[src/rtl/core/hpack_representation_tokenizer_assert.svh]
// Assertion macros shared by the header block tokenizer modules.
`ifndef HPACK_REPRESENTATION_TOKENIZER_ASSERT_SVH
`define HPACK_REPRESENTATION_TOKENIZER_ASSERT_SVH

`ifndef ASSERT_OFF
`define HRT_ASSERT(label, clk, rst_n, prop) \
    label: assert property (@(posedge clk) disable iff (!rst_n) prop) \
        else $error("hpack tokenizer assertion failed");
`define HRT_ASSERT_NEXT(label, clk, rst_n, cond, prop) \
    label: assert property (@(posedge clk) disable iff (!rst_n) cond |=> prop) \
        else $error("hpack tokenizer assertion failed");
`else
`define HRT_ASSERT(label, clk, rst_n, prop)
`define HRT_ASSERT_NEXT(label, clk, rst_n, cond, prop)
`endif

`endif

[src/rtl/core/hpack_rt_pkg.sv]
// Types and constants of the header block tokenizer.
`default_nettype none

package hpack_rt_pkg;

    localparam int INT_WIDTH_DEF = 32;
    localparam int QUEUE_DEPTH   = 4;

    // Token kinds.
    localparam logic [3:0] KIND_INDEXED   = 4'd0;
    localparam logic [3:0] KIND_LIT_INCR  = 4'd1;
    localparam logic [3:0] KIND_LIT_NOIDX = 4'd2;
    localparam logic [3:0] KIND_LIT_NEVER = 4'd3;
    localparam logic [3:0] KIND_SIZE      = 4'd4;
    localparam logic [3:0] KIND_NAME_STR  = 4'd5;
    localparam logic [3:0] KIND_VALUE_STR = 4'd6;
    localparam logic [3:0] KIND_STR_BYTE  = 4'd7;
    localparam logic [3:0] KIND_BLOCK_OK  = 4'd8;
    localparam logic [3:0] KIND_ERROR     = 4'd9;

    // Error codes.
    localparam logic [2:0] ERR_NONE        = 3'd0;
    localparam logic [2:0] ERR_ZERO_INDEX  = 3'd1;
    localparam logic [2:0] ERR_ZERO_SIZE   = 3'd2;
    localparam logic [2:0] ERR_ZERO_LENGTH = 3'd3;
    localparam logic [2:0] ERR_OVERFLOW    = 3'd4;
    localparam logic [2:0] ERR_TRUNCATED   = 3'd5;

    // Representation kinds, numbered as the matching token kinds.
    localparam logic [2:0] REP_INDEXED   = 3'd0;
    localparam logic [2:0] REP_LIT_INCR  = 3'd1;
    localparam logic [2:0] REP_LIT_NOIDX = 3'd2;
    localparam logic [2:0] REP_LIT_NEVER = 3'd3;
    localparam logic [2:0] REP_SIZE      = 3'd4;

    typedef struct packed {
        logic [7:0] in_byte;
        logic       block_end;
    } t_in_item;

    typedef struct packed {
        logic [3:0]  token_kind;
        logic [31:0] token_value;
        logic        huffman_flag;
        logic [7:0]  data_byte;
        logic [2:0]  error_code;
        logic        last_result;
    } t_out_item;

    typedef struct packed {
        logic [3:0]  token_kind;
        logic [31:0] token_value;
        logic        huffman_flag;
        logic [7:0]  data_byte;
        logic [2:0]  error_code;
    } t_token;

    // Work for the back end: an optional token and an optional block end token.
    typedef struct packed {
        logic   tok_valid;
        t_token tok;
        logic   end_valid;
        logic   end_ok;
    } t_cmd;

endpackage

`default_nettype wire

[src/rtl/core/hpack_representation_tokenizer.sv]
// HPACK header block tokenizer: top level joining the front end, queue and back end.
//
// Usage: header block octets enter on the input channel (i_valid, o_stall, i_data),
// one octet per transaction, with block_end set on the last octet of a block.
// Tokens leave on the output channel (o_valid, i_stall, o_data); an octet gives
// zero, one or two tokens, and last_result marks the last token of an octet.
// The first token of an octet passes through a command queue slot and the output
// register before it appears on o_data.
// Throughput: one octet per cycle while the queue is not full, limited by the single
// output register that issues one token per cycle while the receiver does not stall;
// an octet with two tokens (block end) issues them one after the other, and the four-entry
// command queue absorbs the surplus. The front end decodes one continuation octet per
// cycle, while the queue is not full, with one shift and one add of the integer width.
// Reset (synchronous, active low) returns the parser to the start of a
// representation and empties the queue and the output register.
// When the receiver stalls, the output token holds; the front end keeps taking
// octets until the queue is full, and then raises o_stall.
`default_nettype none

module hpack_representation_tokenizer #(
    parameter int INT_WIDTH = hpack_rt_pkg::INT_WIDTH_DEF
) (
    input  wire                     i_clk,
    input  wire                     i_rst_n,
    input  wire                     i_valid,
    output logic                    o_stall,
    input  hpack_rt_pkg::t_in_item  i_data,
    output logic                    o_valid,
    input  wire                     i_stall,
    output hpack_rt_pkg::t_out_item o_data
);

    logic               w_push;
    logic               w_pop;
    logic               w_full;
    logic               w_empty;
    hpack_rt_pkg::t_cmd w_wcmd;
    hpack_rt_pkg::t_cmd w_rcmd;

    hpack_rt_front #(
        .INT_WIDTH(INT_WIDTH)
    ) u_front (
        .i_clk   (i_clk),
        .i_rst_n (i_rst_n),
        .i_valid (i_valid),
        .o_stall (o_stall),
        .i_data  (i_data),
        .o_push  (w_push),
        .o_cmd   (w_wcmd),
        .i_full  (w_full)
    );

    hpack_rt_queue u_queue (
        .i_clk   (i_clk),
        .i_rst_n (i_rst_n),
        .i_push  (w_push),
        .i_wdata (w_wcmd),
        .o_full  (w_full),
        .i_pop   (w_pop),
        .o_rdata (w_rcmd),
        .o_empty (w_empty)
    );

    hpack_rt_back u_back (
        .i_clk   (i_clk),
        .i_rst_n (i_rst_n),
        .i_cmd   (w_rcmd),
        .i_empty (w_empty),
        .o_pop   (w_pop),
        .o_valid (o_valid),
        .i_stall (i_stall),
        .o_data  (o_data)
    );

endmodule

`default_nettype wire

[src/rtl/core/hpack_rt_front.sv]
// Front end: accepts header octets, tracks the parse phase and forms token commands.
`default_nettype none
`include "hpack_representation_tokenizer_assert.svh"

module hpack_rt_front #(
    parameter int INT_WIDTH = hpack_rt_pkg::INT_WIDTH_DEF
) (
    input  wire                    i_clk,
    input  wire                    i_rst_n,
    input  wire                    i_valid,
    output logic                   o_stall,
    input  hpack_rt_pkg::t_in_item i_data,
    output logic                   o_push,
    output hpack_rt_pkg::t_cmd     o_cmd,
    input  wire                    i_full
);

    localparam int SW = $clog2(INT_WIDTH + 8);
    localparam int VW = (INT_WIDTH > 32) ? INT_WIDTH : 32;

    typedef enum logic [5:0] {
        PH_START     = 6'b000001,
        PH_INT       = 6'b000010,
        PH_SLEN      = 6'b000100,
        PH_SLEN_CONT = 6'b001000,
        PH_SDATA     = 6'b010000,
        PH_SKIP      = 6'b100000
    } t_phase;

    t_phase                 r_phase, n_phase;
    logic [2:0]             r_kind, n_kind;
    logic [INT_WIDTH-1:0]   r_accum, n_accum;
    logic [SW-1:0]          r_shift, n_shift;
    logic                   r_huff, n_huff;
    logic [INT_WIDTH-1:0]   r_bytes_left, n_bytes_left;
    logic                   r_value_pending, n_value_pending;

    logic                   w_accept;
    logic [7:0]             w_b;
    logic [6:0]             w_bits;
    logic [INT_WIDTH+6:0]   w_shifted;
    logic [INT_WIDTH:0]     w_sum;
    logic                   w_shift_full;
    logic                   w_ovf;
    logic [INT_WIDTH-1:0]   w_cont_accum;
    logic [SW-1:0]          w_cont_shift;
    logic [INT_WIDTH-1:0]   w_bl_dec;

    logic                   w_do_rep;
    logic                   w_do_len;
    logic                   w_do_fail;
    logic [2:0]             w_fail_code;
    logic [INT_WIDTH-1:0]   w_act_val;
    logic [VW-1:0]          w_val_wide;

    assign w_accept = i_valid && !i_full;
    assign o_stall  = i_full;
    assign w_b      = i_data.in_byte;
    assign w_bits   = w_b[6:0];

    // One continuation octet: the 7-bit group goes in at the current shift, and any set
    // bit beyond the integer width, or a carry out of the add, is an overflow.
    assign w_shift_full = (r_shift >= SW'(INT_WIDTH));
    assign w_shifted    = {{INT_WIDTH{1'b0}}, w_bits} << r_shift;
    assign w_sum        = {1'b0, r_accum} + {1'b0, w_shifted[INT_WIDTH-1:0]};
    assign w_ovf        = (w_bits != 7'd0) &&
                          (w_shift_full || (w_shifted[INT_WIDTH+6:INT_WIDTH] != 7'd0) ||
                           w_sum[INT_WIDTH]);
    assign w_cont_accum = (w_bits != 7'd0) ? w_sum[INT_WIDTH-1:0] : r_accum;
    assign w_cont_shift = w_shift_full ? r_shift : r_shift + SW'(7);
    assign w_bl_dec     = (r_bytes_left != '0) ? r_bytes_left - INT_WIDTH'(1) : r_bytes_left;

    always_comb begin
        n_phase         = r_phase;
        n_kind          = r_kind;
        n_accum         = r_accum;
        n_shift         = r_shift;
        n_huff          = r_huff;
        n_bytes_left    = r_bytes_left;
        n_value_pending = r_value_pending;
        w_do_rep        = 1'b0;
        w_do_len        = 1'b0;
        w_do_fail       = 1'b0;
        w_fail_code     = hpack_rt_pkg::ERR_NONE;
        w_act_val       = '0;
        o_cmd           = '0;

        unique case (r_phase)
            PH_START: begin
                if (w_b[7]) begin
                    n_kind = hpack_rt_pkg::REP_INDEXED;
                    if (w_b[6:0] == 7'h00) begin
                        w_do_fail   = 1'b1;
                        w_fail_code = hpack_rt_pkg::ERR_ZERO_INDEX;
                    end else if (w_b[6:0] == 7'h7F) begin
                        n_phase = PH_INT;
                        n_accum = INT_WIDTH'(w_b[6:0]);
                        n_shift = '0;
                    end else begin
                        w_do_rep  = 1'b1;
                        w_act_val = INT_WIDTH'(w_b[6:0]);
                    end
                end else if (w_b[6]) begin
                    n_kind = hpack_rt_pkg::REP_LIT_INCR;
                    if (w_b[5:0] == 6'h3F) begin
                        n_phase = PH_INT;
                        n_accum = INT_WIDTH'(w_b[5:0]);
                        n_shift = '0;
                    end else begin
                        w_do_rep  = 1'b1;
                        w_act_val = INT_WIDTH'(w_b[5:0]);
                    end
                end else if (w_b[5]) begin
                    n_kind = hpack_rt_pkg::REP_SIZE;
                    if (w_b[4:0] == 5'h00) begin
                        w_do_fail   = 1'b1;
                        w_fail_code = hpack_rt_pkg::ERR_ZERO_SIZE;
                    end else if (w_b[4:0] == 5'h1F) begin
                        n_phase = PH_INT;
                        n_accum = INT_WIDTH'(w_b[4:0]);
                        n_shift = '0;
                    end else begin
                        w_do_rep  = 1'b1;
                        w_act_val = INT_WIDTH'(w_b[4:0]);
                    end
                end else begin
                    n_kind = w_b[4] ? hpack_rt_pkg::REP_LIT_NEVER : hpack_rt_pkg::REP_LIT_NOIDX;
                    if (w_b[3:0] == 4'hF) begin
                        n_phase = PH_INT;
                        n_accum = INT_WIDTH'(w_b[3:0]);
                        n_shift = '0;
                    end else begin
                        w_do_rep  = 1'b1;
                        w_act_val = INT_WIDTH'(w_b[3:0]);
                    end
                end
            end
            PH_INT: begin
                if (w_ovf) begin
                    w_do_fail   = 1'b1;
                    w_fail_code = hpack_rt_pkg::ERR_OVERFLOW;
                end else begin
                    n_accum = w_cont_accum;
                    n_shift = w_cont_shift;
                    if (!w_b[7]) begin
                        w_do_rep  = 1'b1;
                        w_act_val = w_cont_accum;
                    end
                end
            end
            PH_SLEN: begin
                n_huff = w_b[7];
                if (w_b[6:0] == 7'h00) begin
                    w_do_fail   = 1'b1;
                    w_fail_code = hpack_rt_pkg::ERR_ZERO_LENGTH;
                end else if (w_b[6:0] == 7'h7F) begin
                    n_phase = PH_SLEN_CONT;
                    n_accum = INT_WIDTH'(w_b[6:0]);
                    n_shift = '0;
                end else begin
                    w_do_len  = 1'b1;
                    w_act_val = INT_WIDTH'(w_b[6:0]);
                end
            end
            PH_SLEN_CONT: begin
                if (w_ovf) begin
                    w_do_fail   = 1'b1;
                    w_fail_code = hpack_rt_pkg::ERR_OVERFLOW;
                end else begin
                    n_accum = w_cont_accum;
                    n_shift = w_cont_shift;
                    if (!w_b[7]) begin
                        w_do_len  = 1'b1;
                        w_act_val = w_cont_accum;
                    end
                end
            end
            PH_SDATA: begin
                o_cmd.tok_valid     = 1'b1;
                o_cmd.tok.token_kind = hpack_rt_pkg::KIND_STR_BYTE;
                o_cmd.tok.data_byte = w_b;
                n_bytes_left        = w_bl_dec;
                if (w_bl_dec == '0) begin
                    // A finished name string is followed by the value string.
                    n_value_pending = !r_value_pending;
                    n_phase         = r_value_pending ? PH_START : PH_SLEN;
                end
            end
            PH_SKIP: begin
            end
            default: begin
            end
        endcase

        w_val_wide = VW'(w_act_val);

        if (w_do_rep) begin
            o_cmd.tok_valid       = 1'b1;
            o_cmd.tok.token_kind  = {1'b0, n_kind};
            o_cmd.tok.token_value = w_val_wide[31:0];
            if (n_kind == hpack_rt_pkg::REP_LIT_INCR || n_kind == hpack_rt_pkg::REP_LIT_NOIDX ||
                n_kind == hpack_rt_pkg::REP_LIT_NEVER) begin
                // Name index zero means a literal name string comes first.
                n_value_pending = (w_act_val != '0);
                n_phase         = PH_SLEN;
            end else begin
                n_phase = PH_START;
            end
        end

        if (w_do_len) begin
            o_cmd.tok_valid         = 1'b1;
            o_cmd.tok.token_kind    = r_value_pending ? hpack_rt_pkg::KIND_VALUE_STR
                                                      : hpack_rt_pkg::KIND_NAME_STR;
            o_cmd.tok.token_value   = w_val_wide[31:0];
            o_cmd.tok.huffman_flag  = n_huff;
            n_bytes_left            = w_act_val;
            n_phase                 = PH_SDATA;
        end

        if (w_do_fail) begin
            o_cmd.tok_valid      = 1'b1;
            o_cmd.tok.token_kind = hpack_rt_pkg::KIND_ERROR;
            o_cmd.tok.error_code = w_fail_code;
            n_phase              = PH_SKIP;
        end

        // Nothing more is said for a block whose error has already been reported.
        o_cmd.end_valid = i_data.block_end && (n_phase != PH_SKIP);
        o_cmd.end_ok    = (n_phase == PH_START);

        if (i_data.block_end) begin
            n_phase         = PH_START;
            n_kind          = hpack_rt_pkg::REP_INDEXED;
            n_accum         = '0;
            n_shift         = '0;
            n_huff          = 1'b0;
            n_bytes_left    = '0;
            n_value_pending = 1'b0;
        end
    end

    assign o_push = w_accept && (o_cmd.tok_valid || o_cmd.end_valid);

    always_ff @(posedge i_clk) begin
        if (!i_rst_n) begin
            r_phase         <= PH_START;
            r_kind          <= hpack_rt_pkg::REP_INDEXED;
            r_accum         <= '0;
            r_shift         <= '0;
            r_huff          <= 1'b0;
            r_bytes_left    <= '0;
            r_value_pending <= 1'b0;
        end else if (w_accept) begin
            r_phase         <= n_phase;
            r_kind          <= n_kind;
            r_accum         <= n_accum;
            r_shift         <= n_shift;
            r_huff          <= n_huff;
            r_bytes_left    <= n_bytes_left;
            r_value_pending <= n_value_pending;
        end
    end

    `HRT_ASSERT_NEXT(a_front_end_restart, i_clk, i_rst_n, w_accept && i_data.block_end, r_phase == PH_START)
    `HRT_ASSERT(a_front_sdata_left, i_clk, i_rst_n, (r_phase == PH_SDATA) |-> (r_bytes_left != '0))

endmodule

`default_nettype wire

[src/rtl/core/hpack_rt_queue.sv]
// Short command queue between the front and back ends of the tokenizer.
`default_nettype none
`include "hpack_representation_tokenizer_assert.svh"

module hpack_rt_queue (
    input  wire                i_clk,
    input  wire                i_rst_n,
    input  wire                i_push,
    input  hpack_rt_pkg::t_cmd i_wdata,
    output logic               o_full,
    input  wire                i_pop,
    output hpack_rt_pkg::t_cmd o_rdata,
    output logic               o_empty
);

    localparam int DEPTH = hpack_rt_pkg::QUEUE_DEPTH;
    localparam int PW    = (DEPTH > 1) ? $clog2(DEPTH) : 1;
    localparam int CW    = $clog2(DEPTH + 1);

    hpack_rt_pkg::t_cmd r_slot [DEPTH];
    logic [PW-1:0]      r_wr, r_rd;
    logic [CW-1:0]      r_cnt;

    assign o_full  = (r_cnt == CW'(DEPTH));
    assign o_empty = (r_cnt == '0);
    assign o_rdata = r_slot[r_rd];

    always_ff @(posedge i_clk) begin
        if (i_push) begin
            r_slot[r_wr] <= i_wdata;
        end
    end

    always_ff @(posedge i_clk) begin
        if (!i_rst_n) begin
            r_wr  <= '0;
            r_rd  <= '0;
            r_cnt <= '0;
        end else begin
            if (i_push) begin
                r_wr <= (r_wr == PW'(DEPTH - 1)) ? '0 : r_wr + PW'(1);
            end
            if (i_pop) begin
                r_rd <= (r_rd == PW'(DEPTH - 1)) ? '0 : r_rd + PW'(1);
            end
            if (i_push && !i_pop) begin
                r_cnt <= r_cnt + CW'(1);
            end else if (!i_push && i_pop) begin
                r_cnt <= r_cnt - CW'(1);
            end
        end
    end

    `HRT_ASSERT(a_queue_no_overrun, i_clk, i_rst_n, i_push |-> !o_full)
    `HRT_ASSERT(a_queue_no_underrun, i_clk, i_rst_n, i_pop |-> !o_empty)

endmodule

`default_nettype wire

[src/rtl/core/hpack_rt_back.sv]
// Back end: turns queued commands into result transactions through an output register.
`default_nettype none
`include "hpack_representation_tokenizer_assert.svh"

module hpack_rt_back (
    input  wire                     i_clk,
    input  wire                     i_rst_n,
    input  hpack_rt_pkg::t_cmd      i_cmd,
    input  wire                     i_empty,
    output logic                    o_pop,
    output logic                    o_valid,
    input  wire                     i_stall,
    output hpack_rt_pkg::t_out_item o_data
);

    logic                    r_valid, n_valid;
    logic                    r_second, n_second;
    hpack_rt_pkg::t_out_item r_out, n_out;
    logic                    w_load;

    assign w_load = !r_valid || !i_stall;

    always_comb begin
        n_valid  = r_valid;
        n_second = r_second;
        n_out    = r_out;
        o_pop    = 1'b0;
        if (w_load) begin
            n_valid = !i_empty;
            if (!i_empty) begin
                if (i_cmd.tok_valid && !r_second) begin
                    n_out.token_kind   = i_cmd.tok.token_kind;
                    n_out.token_value  = i_cmd.tok.token_value;
                    n_out.huffman_flag = i_cmd.tok.huffman_flag;
                    n_out.data_byte    = i_cmd.tok.data_byte;
                    n_out.error_code   = i_cmd.tok.error_code;
                    n_out.last_result  = !i_cmd.end_valid;
                    // Keep the entry when its block end token is still to come.
                    if (i_cmd.end_valid) begin
                        n_second = 1'b1;
                    end else begin
                        o_pop = 1'b1;
                    end
                end else begin
                    n_out.token_kind   = i_cmd.end_ok ? hpack_rt_pkg::KIND_BLOCK_OK
                                                      : hpack_rt_pkg::KIND_ERROR;
                    n_out.token_value  = '0;
                    n_out.huffman_flag = 1'b0;
                    n_out.data_byte    = '0;
                    n_out.error_code   = i_cmd.end_ok ? hpack_rt_pkg::ERR_NONE
                                                      : hpack_rt_pkg::ERR_TRUNCATED;
                    n_out.last_result  = 1'b1;
                    n_second           = 1'b0;
                    o_pop              = 1'b1;
                end
            end
        end
    end

    always_ff @(posedge i_clk) begin
        if (!i_rst_n) begin
            r_valid  <= 1'b0;
            r_second <= 1'b0;
        end else begin
            r_valid  <= n_valid;
            r_second <= n_second;
        end
    end

    always_ff @(posedge i_clk) begin
        r_out <= n_out;
    end

    assign o_valid = r_valid;
    assign o_data  = r_out;

    `HRT_ASSERT(a_back_second_held, i_clk, i_rst_n, r_second |-> (!i_empty && i_cmd.end_valid))

endmodule

`default_nettype wire
[config.mk]
export PLATFORM = sky130hd
export DESIGN_NAME = hpack_representation_tokenizer
export DESIGN_NICKNAME = d
export VERILOG_FILES = /design/src/rtl/core/hpack_rt_pkg.sv /design/src/rtl/core/hpack_representation_tokenizer.sv /design/src/rtl/core/hpack_rt_front.sv /design/src/rtl/core/hpack_rt_queue.sv /design/src/rtl/core/hpack_rt_back.sv
export VERILOG_INCLUDE_DIRS = /design/src /design/src/rtl/core
export SDC_FILE = /design/constraint.sdc
export NUM_CORES = 1
export LEC_CHECK = 0
export ABC_CLOCK_PERIOD_IN_PS = 11000
export BUFFER_PORTS_ARGS = -buffer_cell sky130_fd_sc_hd__buf_2
export CORE_ASPECT_RATIO = 1.75
export CORE_MARGIN = 5
export CORE_UTILIZATION = 50
export CTS_CLUSTER_SIZE = 8
export DETAILED_ROUTE_END_ITERATION = 16
export PLACE_DENSITY = 0.72
export SLEW_MARGIN = 20
export SYNTH_ARGS = -nofsm -noshare
export SYNTH_HDL_FRONTEND = slang
export SYNTH_SLANG_ARGS = --single-unit
export TNS_END_PERCENT = 5
[constraint.sdc]
create_clock -name i_clk -period 11 [get_ports i_clk]
set_input_delay 1.65 -clock i_clk [delete_from_list [all_inputs] [get_ports i_clk]]
set_output_delay 1.65 -clock i_clk [all_outputs]
set_load 0.02 [all_outputs]
==> summary.md, run 1 <==
| Metric | Value |
|---|---|
| Status | `complete, no violations` |
| CP max FO | `40` |
| Vias in the first global route | `14700` |
| Max Freq | `0.131 GHz` |
| R2R cell count | `23` |
| Async set or reset register ratio after synthesis | `0` |
| Final WL | `56.1 mm` |
| Worst Skew | `0.0405 ns` |
| Worst path cell trace | `buf_2 > inv_1 > o31ai_1 > nand2_1 > mux2_2 > nor2_1 > ha_1 > a21oi_1 > o21ai_0 > a221oi_1 > a211oi_2 > o21ai_0 > a31o_2 > nor3_1 > nor2_1 > a31oi_4 > o21ai_4 > inv_1 > ha_1 > inv_1 > fa_1 > xor2_1 > or3_1 > a21oi_1` |
| CP endpoint | `u_queue.r_cnt[2]` |
| Die ar. | `40700 um^2` |
| Fin cells | `2271` |
| Cell Area, Synth | `18300 um^2` |
| Final-stage net count | `1818` |
| Top-count cell post-synth | `edfxtp_1` |
| R2r setup slk | `3.71 ns` |
| Post-Place Cells | `2182` |
| Commonest cells in the netlist | `253 x edfxtp_1, 209 x nor2_1, 148 x nand2_1, 136 x a21oi_1, 97 x o21ai_0` |
| Area contributors post-synth | `edfxtp_1 42%, dfxtp_1 10%, mux4_2 6.3%` |
| CTS clk-pin slew, worst paths | `0.05 ns` |
| Routed Antenna Nets | `0` |
| Antenna Cells | `0` |
| Htree depth | `2` |
| Die Y | `263 um` |
| Die W | `155 um` |
| CP Capture Type | `flop` |
| Peak supply drop | `0.211 mV` |
| Critical Path RT | `11.49 ns` |
| Worst Tran Pin Value | `1.17 ns` |
| Antenna violations before repair | `0` |
| Slowest CP cell | `a31o_2` |
| Routed vias | `14700` |
| Overall Power | `0.00406 W` |
| Pins Over Slew Limit | `0` |
| Row cnt | `92` |
| IO buf count | `63` |
| Post-route clock period utilization | `0.696` |
| Vias per std cell | `6.49` |
| Pre-CTS setup slack | `3.02 ns` |
| First-pass iteration count of the detailed router | `7` |
| Top Family by Delay on Critical Path | `compound AO/OA/AOI/OAI gates` |
| Stages on worst setup path | `24` |
| Yosys reg bits | `345` |
| IO Count | `64` |
| Met2 WL | `28.5 mm` |
| Library cells used by synthesis | `78` |
| Hold Buf Count CTS | `0` |
| GRT Overall Usage | `0.271` |
| TNS Setup | `0 ns` |
| Gp weighted congestion | `1.01` |
| Leak Pwr | `7.40 nW` |
| Crit path from | `i_data[6]` |
| Main synth FF type | `edfxtp_1` |
| Hold path start | `u_front.r_huff` |
| Buffer and inverter count on the worst path | `4` |
| Crit path DAT | `8.15 ns` |
| Fill cell count | `3047` |
| Met3 WL post-DR | `3.42 mm` |
| Minimum clock period | `7.66 ns` |
| CP Class | `input pin to flop` |
| Mapped Avg Cell Area | `10.5 um^2` |
| # DRC | `0` |
| Top Metal Used | `met4` |
| Final setup vio count | `0` |
| CTS tree | `done` |
| Cells after Synth | `1736` |
| Share of the synthesized area in the top cell type | `0.415` |
| Largest net degree at the start of global routing | `55` |
| Max cap viols | `0` |
| Post-DP HPWL | `38.4 mm` |
| Starting Density | `0.506` |
| Crit path top cell by count | `inv_1` |
| Per-cell routed wire length | `24.7 um` |
| Skew-Pair Late Insertion Delay | `0.58 ns` |
| Final Core Density | `0.567` |
| Worst R2R Start | `u_front.r_shift[1]` |
| Gr ovfl total | `0` |
| Post-synth EDFFs | `253` |
| Core footprint | `36100 um^2` |
| Crit Reg-Reg Endpoint | `u_queue.r_cnt[2]` |
| CP max stage delay | `0.84 ns` |
| Net Count, Synth | `1791` |
| CTS max path bufs | `3` |
| Register area share after synthesis | `0.516` |
| Root Driver | `clkbuf_16` |
| Post-CTS setup buffers | `0` |
| Yosys warns | `0` |
| Share of post-route cells with drive strength above 1 | `0.139` |
| Final Hold Fails | `0` |
| Setup ws final | `3.34 ns` |
| TritonCTS Buffers | `49` |
| Pwr/cell area | `198 nW/um^2` |
| Most area-hungry cell type in the Yosys netlist | `edfxtp_1` |
| Slew HR | `0.214` |
| Unrepaired setup endpoints after global routing | `false` |
| Post-cts sizing count | `0` |
| Worst hold path class | `flop to flop` |
| Global-route wire length before repair | `85.9 mm` |
| CTS Sinks | `345` |
| Met1 Wirelength | `19.8 mm` |
| Layout Area Growth over Synthesis | `12.1%` |
| Iter 0 DRT Violations | `1411` |
| Setup crit start kind | `input pin` |
[stage by stage]
step,area [um^2],hold slack [ns]
6_report,20500,0.498
5_1_grt,20500,0.520
4_1_cts,20500,0.491
3_5_place_dp,19000,0.478
3_3_place_gp,19000,0.468
2_1_floorplan,18300,0.454
[final cells by class]
type	instances	area (um^2)	area share
clock inverters	4	88.8	0.00433
multi-input cells	1237	8340	0.407
repair buffers	89	514	0.0251
inverters	41	154	0.00751
clock buffers	85	1370	0.0669
flip-flops and latches	345	9440	0.461
well taps	470	588	0.0287
[routing by layer]
layer | track usage | up-vias
li1 | - | 6567
met1 | 0.308 | 7177
met2 | 0.475 | 725
met3 | 0.0355 | 267
met4 | 0.177 | 0
met5 | 0 | -
[placed cells by master (no fill, tap or decap), types with 14 or more instances in the layout]
| cell | n |
|---|---|
| dfxtp_1 | 90 |
| xnor2_1 | 21 |
| a22oi_1 | 23 |
| nand2b_1 | 14 |
| and2_1 | 19 |
| o211ai_1 | 18 |
| a21o_1 | 17 |
| a21oi_1 | 135 |
| nand2_1 | 148 |
| nor4_1 | 23 |
| xor2_1 | 19 |
| nor2b_1 | 58 |
| nor3_1 | 46 |
| mux4_2 | 51 |
| nor2_1 | 204 |
| mux2i_1 | 20 |
| inv_1 | 37 |
| edfxtp_1 | 253 |
| buf_2 | 63 |
| clkbuf_1 | 35 |
| buf_4 | 25 |
| o21ai_0 | 96 |
| a31oi_1 | 18 |
| or3_1 | 15 |
| nand3_1 | 32 |
| clkbuf_16 | 49 |
| a211oi_1 | 18 |
| ha_1 | 40 |
[kinds of logic after synthesis]
group / count (synthesis) / synth area share
simple gates: 639 / 0.170
compound gates: 437 / 0.155
flops: 345 / 0.516
buf+inv: 154 / 0.0322
mux: 79 / 0.0787
fa+ha+maj: 42 / 0.0296
xor+xnor: 40 / 0.0192
[worst min-delay path by stage]
stage               depth (start not counted)                       end
detailed placement                          2            u_front.r_huff
CTS                                         2            u_front.r_huff
global placement                            2  u_front.r_bytes_left[25]
finish                                      2            u_front.r_huff
global route                                2         u_front.r_kind[2]
floorplan                                   2            u_front.r_huff
[power by group]
| group | switching (W) | internal [W] | leakage, nW |
|---|---|---|---|
| sequential | 0.0000547 | 0.00165 | 3.14 |
| clock | 0.000569 | 0.000866 | 0.692 |
| combinational | 0.000571 | 0.000345 | 3.56 |
[worst reg2reg max path, delay by kind of cell (launching register included)]
family                   cells  cell delay, ns
adder cells (fa/ha/maj)      3            0.72
buffers and inverters        3            0.48
multiplexers                 1            0.34
flip-flops                   1            0.78
AND/OR/NAND/NOR              5            0.97
AO/OA/AOI/OAI               10            3.83
XOR/XNOR                     1            0.07
[state kept, by name, summed over array words and instances (netlist names), named ones only]
signal,cells
u_queue.r_slot,204
u_back.o_data,49
u_front.r_accum,32
u_front.r_bytes_left,32
u_front.r_phase,6
u_front.r_shift,6
u_front.r_kind,3
u_queue.r_cnt,3
u_queue.r_rd,2
u_queue.r_wr,2
u_back.o_valid,1
u_back.r_second,1
u_front.r_huff,1
u_front.r_value_pending,1
Note: power is estimated with default switching activity, not from simulation.
==> run 2, diff against run 1 <==
--- a/config.mk
+++ b/config.mk
@@ -6,14 +6,15 @@
 export SDC_FILE = /design/constraint.sdc
 export NUM_CORES = 1
 export LEC_CHECK = 0
-export ABC_CLOCK_PERIOD_IN_PS = 11000
+export ABC_AREA = 1
+export ABC_CLOCK_PERIOD_IN_PS = 6400
 export BUFFER_PORTS_ARGS = -buffer_cell sky130_fd_sc_hd__buf_2
 export CORE_ASPECT_RATIO = 1.75
 export CORE_MARGIN = 5
 export CORE_UTILIZATION = 50
 export CTS_CLUSTER_SIZE = 8
 export DETAILED_ROUTE_END_ITERATION = 16
-export PLACE_DENSITY = 0.72
+export PLACE_DENSITY = 0.75
 export SLEW_MARGIN = 20
 export SYNTH_ARGS = -nofsm -noshare
 export SYNTH_HDL_FRONTEND = slang
==> constraint.sdc (replaced) <==
create_clock -name i_clk -period 6.4 [get_ports i_clk]
set_input_delay 0.96 -clock i_clk [delete_from_list [all_inputs] [get_ports i_clk]]
set_output_delay 0.96 -clock i_clk [all_outputs]
set_load 0.02 [all_outputs]
==> summary.md, run 2 <==
| Metric | Value |
|---|---|
| Cells after Synth | `2450` |
| Per-cell routed wire length | `19.9 um` |
| Crit path from | `u_front.r_shift[2]` |
| Post-route cell area | `21700 um^2` |
| TNS Setup | `0 ns` |
| Post-DP HPWL | `43.2 mm` |
| Antenna violations before repair | `0` |
| Unrepaired setup endpoints after global routing | `false` |
| Gp weighted congestion | `1.03` |
| TritonCTS Buffers | `49` |
| Most frequent cells in the layout | `480 x nand2_1, 398 x nor2_1, 253 x edfxtp_1` |
| Die W | `159 um` |
| # DRC | `0` |
| First-pass iteration count of the detailed router | `6` |
| Storage cell area | `9440 um^2` |
| Layout Area Growth over Synthesis | `11.8%` |
| Critical Path RT | `6.83 ns` |
| Max Freq | `0.171 GHz` |
| Htree depth | `2` |
| Crit Reg-Reg Endpoint | `u_queue.r_cnt[2]` |
| Commonest cells in the netlist | `480 x nand2_1, 403 x nor2_1, 253 x edfxtp_1, 234 x o21ai_0, 217 x a21oi_1` |
| CTS tree | `done` |
| Post-synth EDFFs | `253` |
| Final-stage net count | `2547` |
| Routed Antenna Nets | `0` |
| Status | `complete, no violations` |
| CP max FO | `19` |
| Cell Area, Synth | `19400 um^2` |
| Die Y | `271 um` |
| Core footprint | `38400 um^2` |
| Final setup vio count | `0` |
| Area contributors post-synth | `edfxtp_1 39%, dfxtp_1 9.5%, nand2_1 9.3%` |
| Worst Tran Pin Value | `1.05 ns` |
| Die ar. | `43000 um^2` |
| Gr ovfl total | `0` |
| Crit path top cell by count | `nand2_1` |
| CTS max path bufs | `3` |
| Iter 0 DRT Violations | `1797` |
| Fill cell count | `3407` |
| Pre-CTS setup slack | `0.299 ns` |
| Synth Area in XOR/XNOR | `0.00451` |
| Largest family of logic cells by synthesized area | `simple AND/OR/NAND/NOR gates` |
| Register area share after synthesis | `0.486` |
| Max cap viols | `0` |
| Crit path DAT | `6.28 ns` |
| Final Core Density | `0.565` |
| R2r setup slk | `0.54 ns` |
| Post-route clock period utilization | `0.915` |
| Setup ws final | `0.543 ns` |
| Share of the synthesized area in the top cell type | `0.391` |
| Largest register FFs | `204` |
| Antenna Cells | `0` |
| Top-count cell post-synth | `nand2_1` |
| CP Capture Type | `flop` |
| Area of the multi-input gates | `8700 um^2` |
| Slew HR | `0.294` |
| CP max stage delay | `0.61 ns` |
| Post-DP Area | `20300 um^2` |
| Synth Area in Compound Gates | `0.163` |
| Peak supply drop | `0.205 mV` |
| Pins Over Slew Limit | `0` |
| Root Driver | `clkbuf_16` |
| Hold Buf Count CTS | `0` |
| CP endpoint | `u_queue.r_cnt[2]` |
| Row cnt | `95` |
| Library cells used by synthesis | `65` |
| Final WL | `60.1 mm` |
| Post-synthesis mux area share | `0` |
| Routed vias | `17600` |
| Final Hold Fails | `0` |
| Largest net degree at the start of global routing | `83` |
| R2R cell count | `32` |
| Yosys reg bits | `345` |
| Skew-Pair Late Insertion Delay | `0.56 ns` |
| Yosys warns | `0` |
| Setup crit start kind | `flop` |
| Net Count, Synth | `2505` |
| IO buf count | `63` |
| Vias per std cell | `5.84` |
| Async set or reset register ratio after synthesis | `0` |
| Main synth FF type | `edfxtp_1` |
| CTS Sinks | `345` |
| Leak Pwr | `9.11 nW` |
| Synth Area in Simple Gates | `0.250` |
| Share of post-route cells with drive strength above 1 | `0.101` |
| Vias in the first global route | `17500` |
| IO Count | `64` |
| Slowest CP cell | `dfxtp_1` |
| GRT Overall Usage | `0.270` |
| Minimum clock period | `5.86 ns` |
| Mapped Avg Cell Area | `7.93 um^2` |
| Largest Register | `u_queue.r_slot` |
| CP Class | `flop to flop` |
| Commonest non-fill, non-tap cell in the layout | `nand2_1` |
| Starting Density | `0.506` |
| Pwr/cell area | `341 nW/um^2` |
| Worst Skew | `0.0254 ns` |
| Worst hold path class | `flop to flop` |
| Most area-hungry cell type in the Yosys netlist | `edfxtp_1` |
| Post-Synth Adder-Cell Area | `0.0278` |
| Worst R2R Start | `u_front.r_shift[2]` |
| Global-route wire length before repair | `94.0 mm` |
| CTS clk-pin slew, worst paths | `0.06 ns` |
| Hold path start | `u_front.r_kind[1]` |
[run 2: layer usage]
layer	up-vias	GRT usage	part of all wire
li1	8412	-	-
met1	8192	0.290	0.35
met2	736	0.494	0.52
met3	243	0.0283	0.052
met4	0	0.180	0.077
met5	-	0	0
[run 2: worst max-delay path: cells and delay by family (launching register included)]
kind / cells / cell delay (ns)
adders and majority gates: 3 / 0.95
buffers and inverters: 4 / 0.60
DFF: 1 / 0.61
and+or+nand+nor: 17 / 2.23
AOI/OAI and AO/OA: 8 / 1.33
[run 2: layout make-up]
cell class	count	share of cell area
Clock inverter	3	0.00208
Multi-Input combinational cell	1765	0.401
Clock buffer	84	0.0635
Sequential cell	345	0.435
Inverter	226	0.0393
Timing Repair Buffer	105	0.0314
Tap cell	485	0.0280
[run 2: worst min-delay path by stage]
stage / slack [ns] / to / cells past startpoint
finish: 0.47 / u_front.r_kind[1] / 2
global route: 0.49 / u_front.r_kind[1] / 2
CTS: 0.47 / u_front.r_kind[1] / 2
detailed placement: 0.46 / u_front.r_kind[1] / 2
global placement: 0.45 / u_front.r_kind[1] / 2
floorplan: 0.44 / u_front.r_kind[1] / 2
[run 2: kinds of logic (layout without fill, tap and decap cells)]
kind of cell | after synthesis | count (layout)
adders and majority gates | 42 | 42
AOI/OAI and AO/OA | 577 | 577
DFF | 345 | 345
buffers and inverters | 340 | 418
and+or+nand+nor | 1136 | 1136
xor gates and xnor gates | 10 | 10
[run 2: per-stage QoR]
step | hold WS [ns] | total power, W | std cells
finish | 0.468 | 0.00741 | 3013
global route | 0.485 | 0.00778 | 3013
CTS | 0.466 | 0.00744 | 3013
detailed placement | 0.458 | 0.00505 | 2926
global placement | 0.454 | 0.00498 | 2926
floorplan | 0.442 | 0.00439 | 2450
[run 2: report_power, final]
group / switching [W] / internal [W] / total (W)
sequential: 0.000144 / 0.00285 / 0.00300
clock: 0.000944 / 0.00145 / 0.00240
combinational: 0.00145 / 0.000561 / 0.00202
total: 0.00254 / 0.00487 / 0.00741
[run 2: repair_timing]
item,4_1_cts,5_1_grt
setup buffers,0,0
gates resized for setup,0,1
endpoints found under the setup margin,0,1
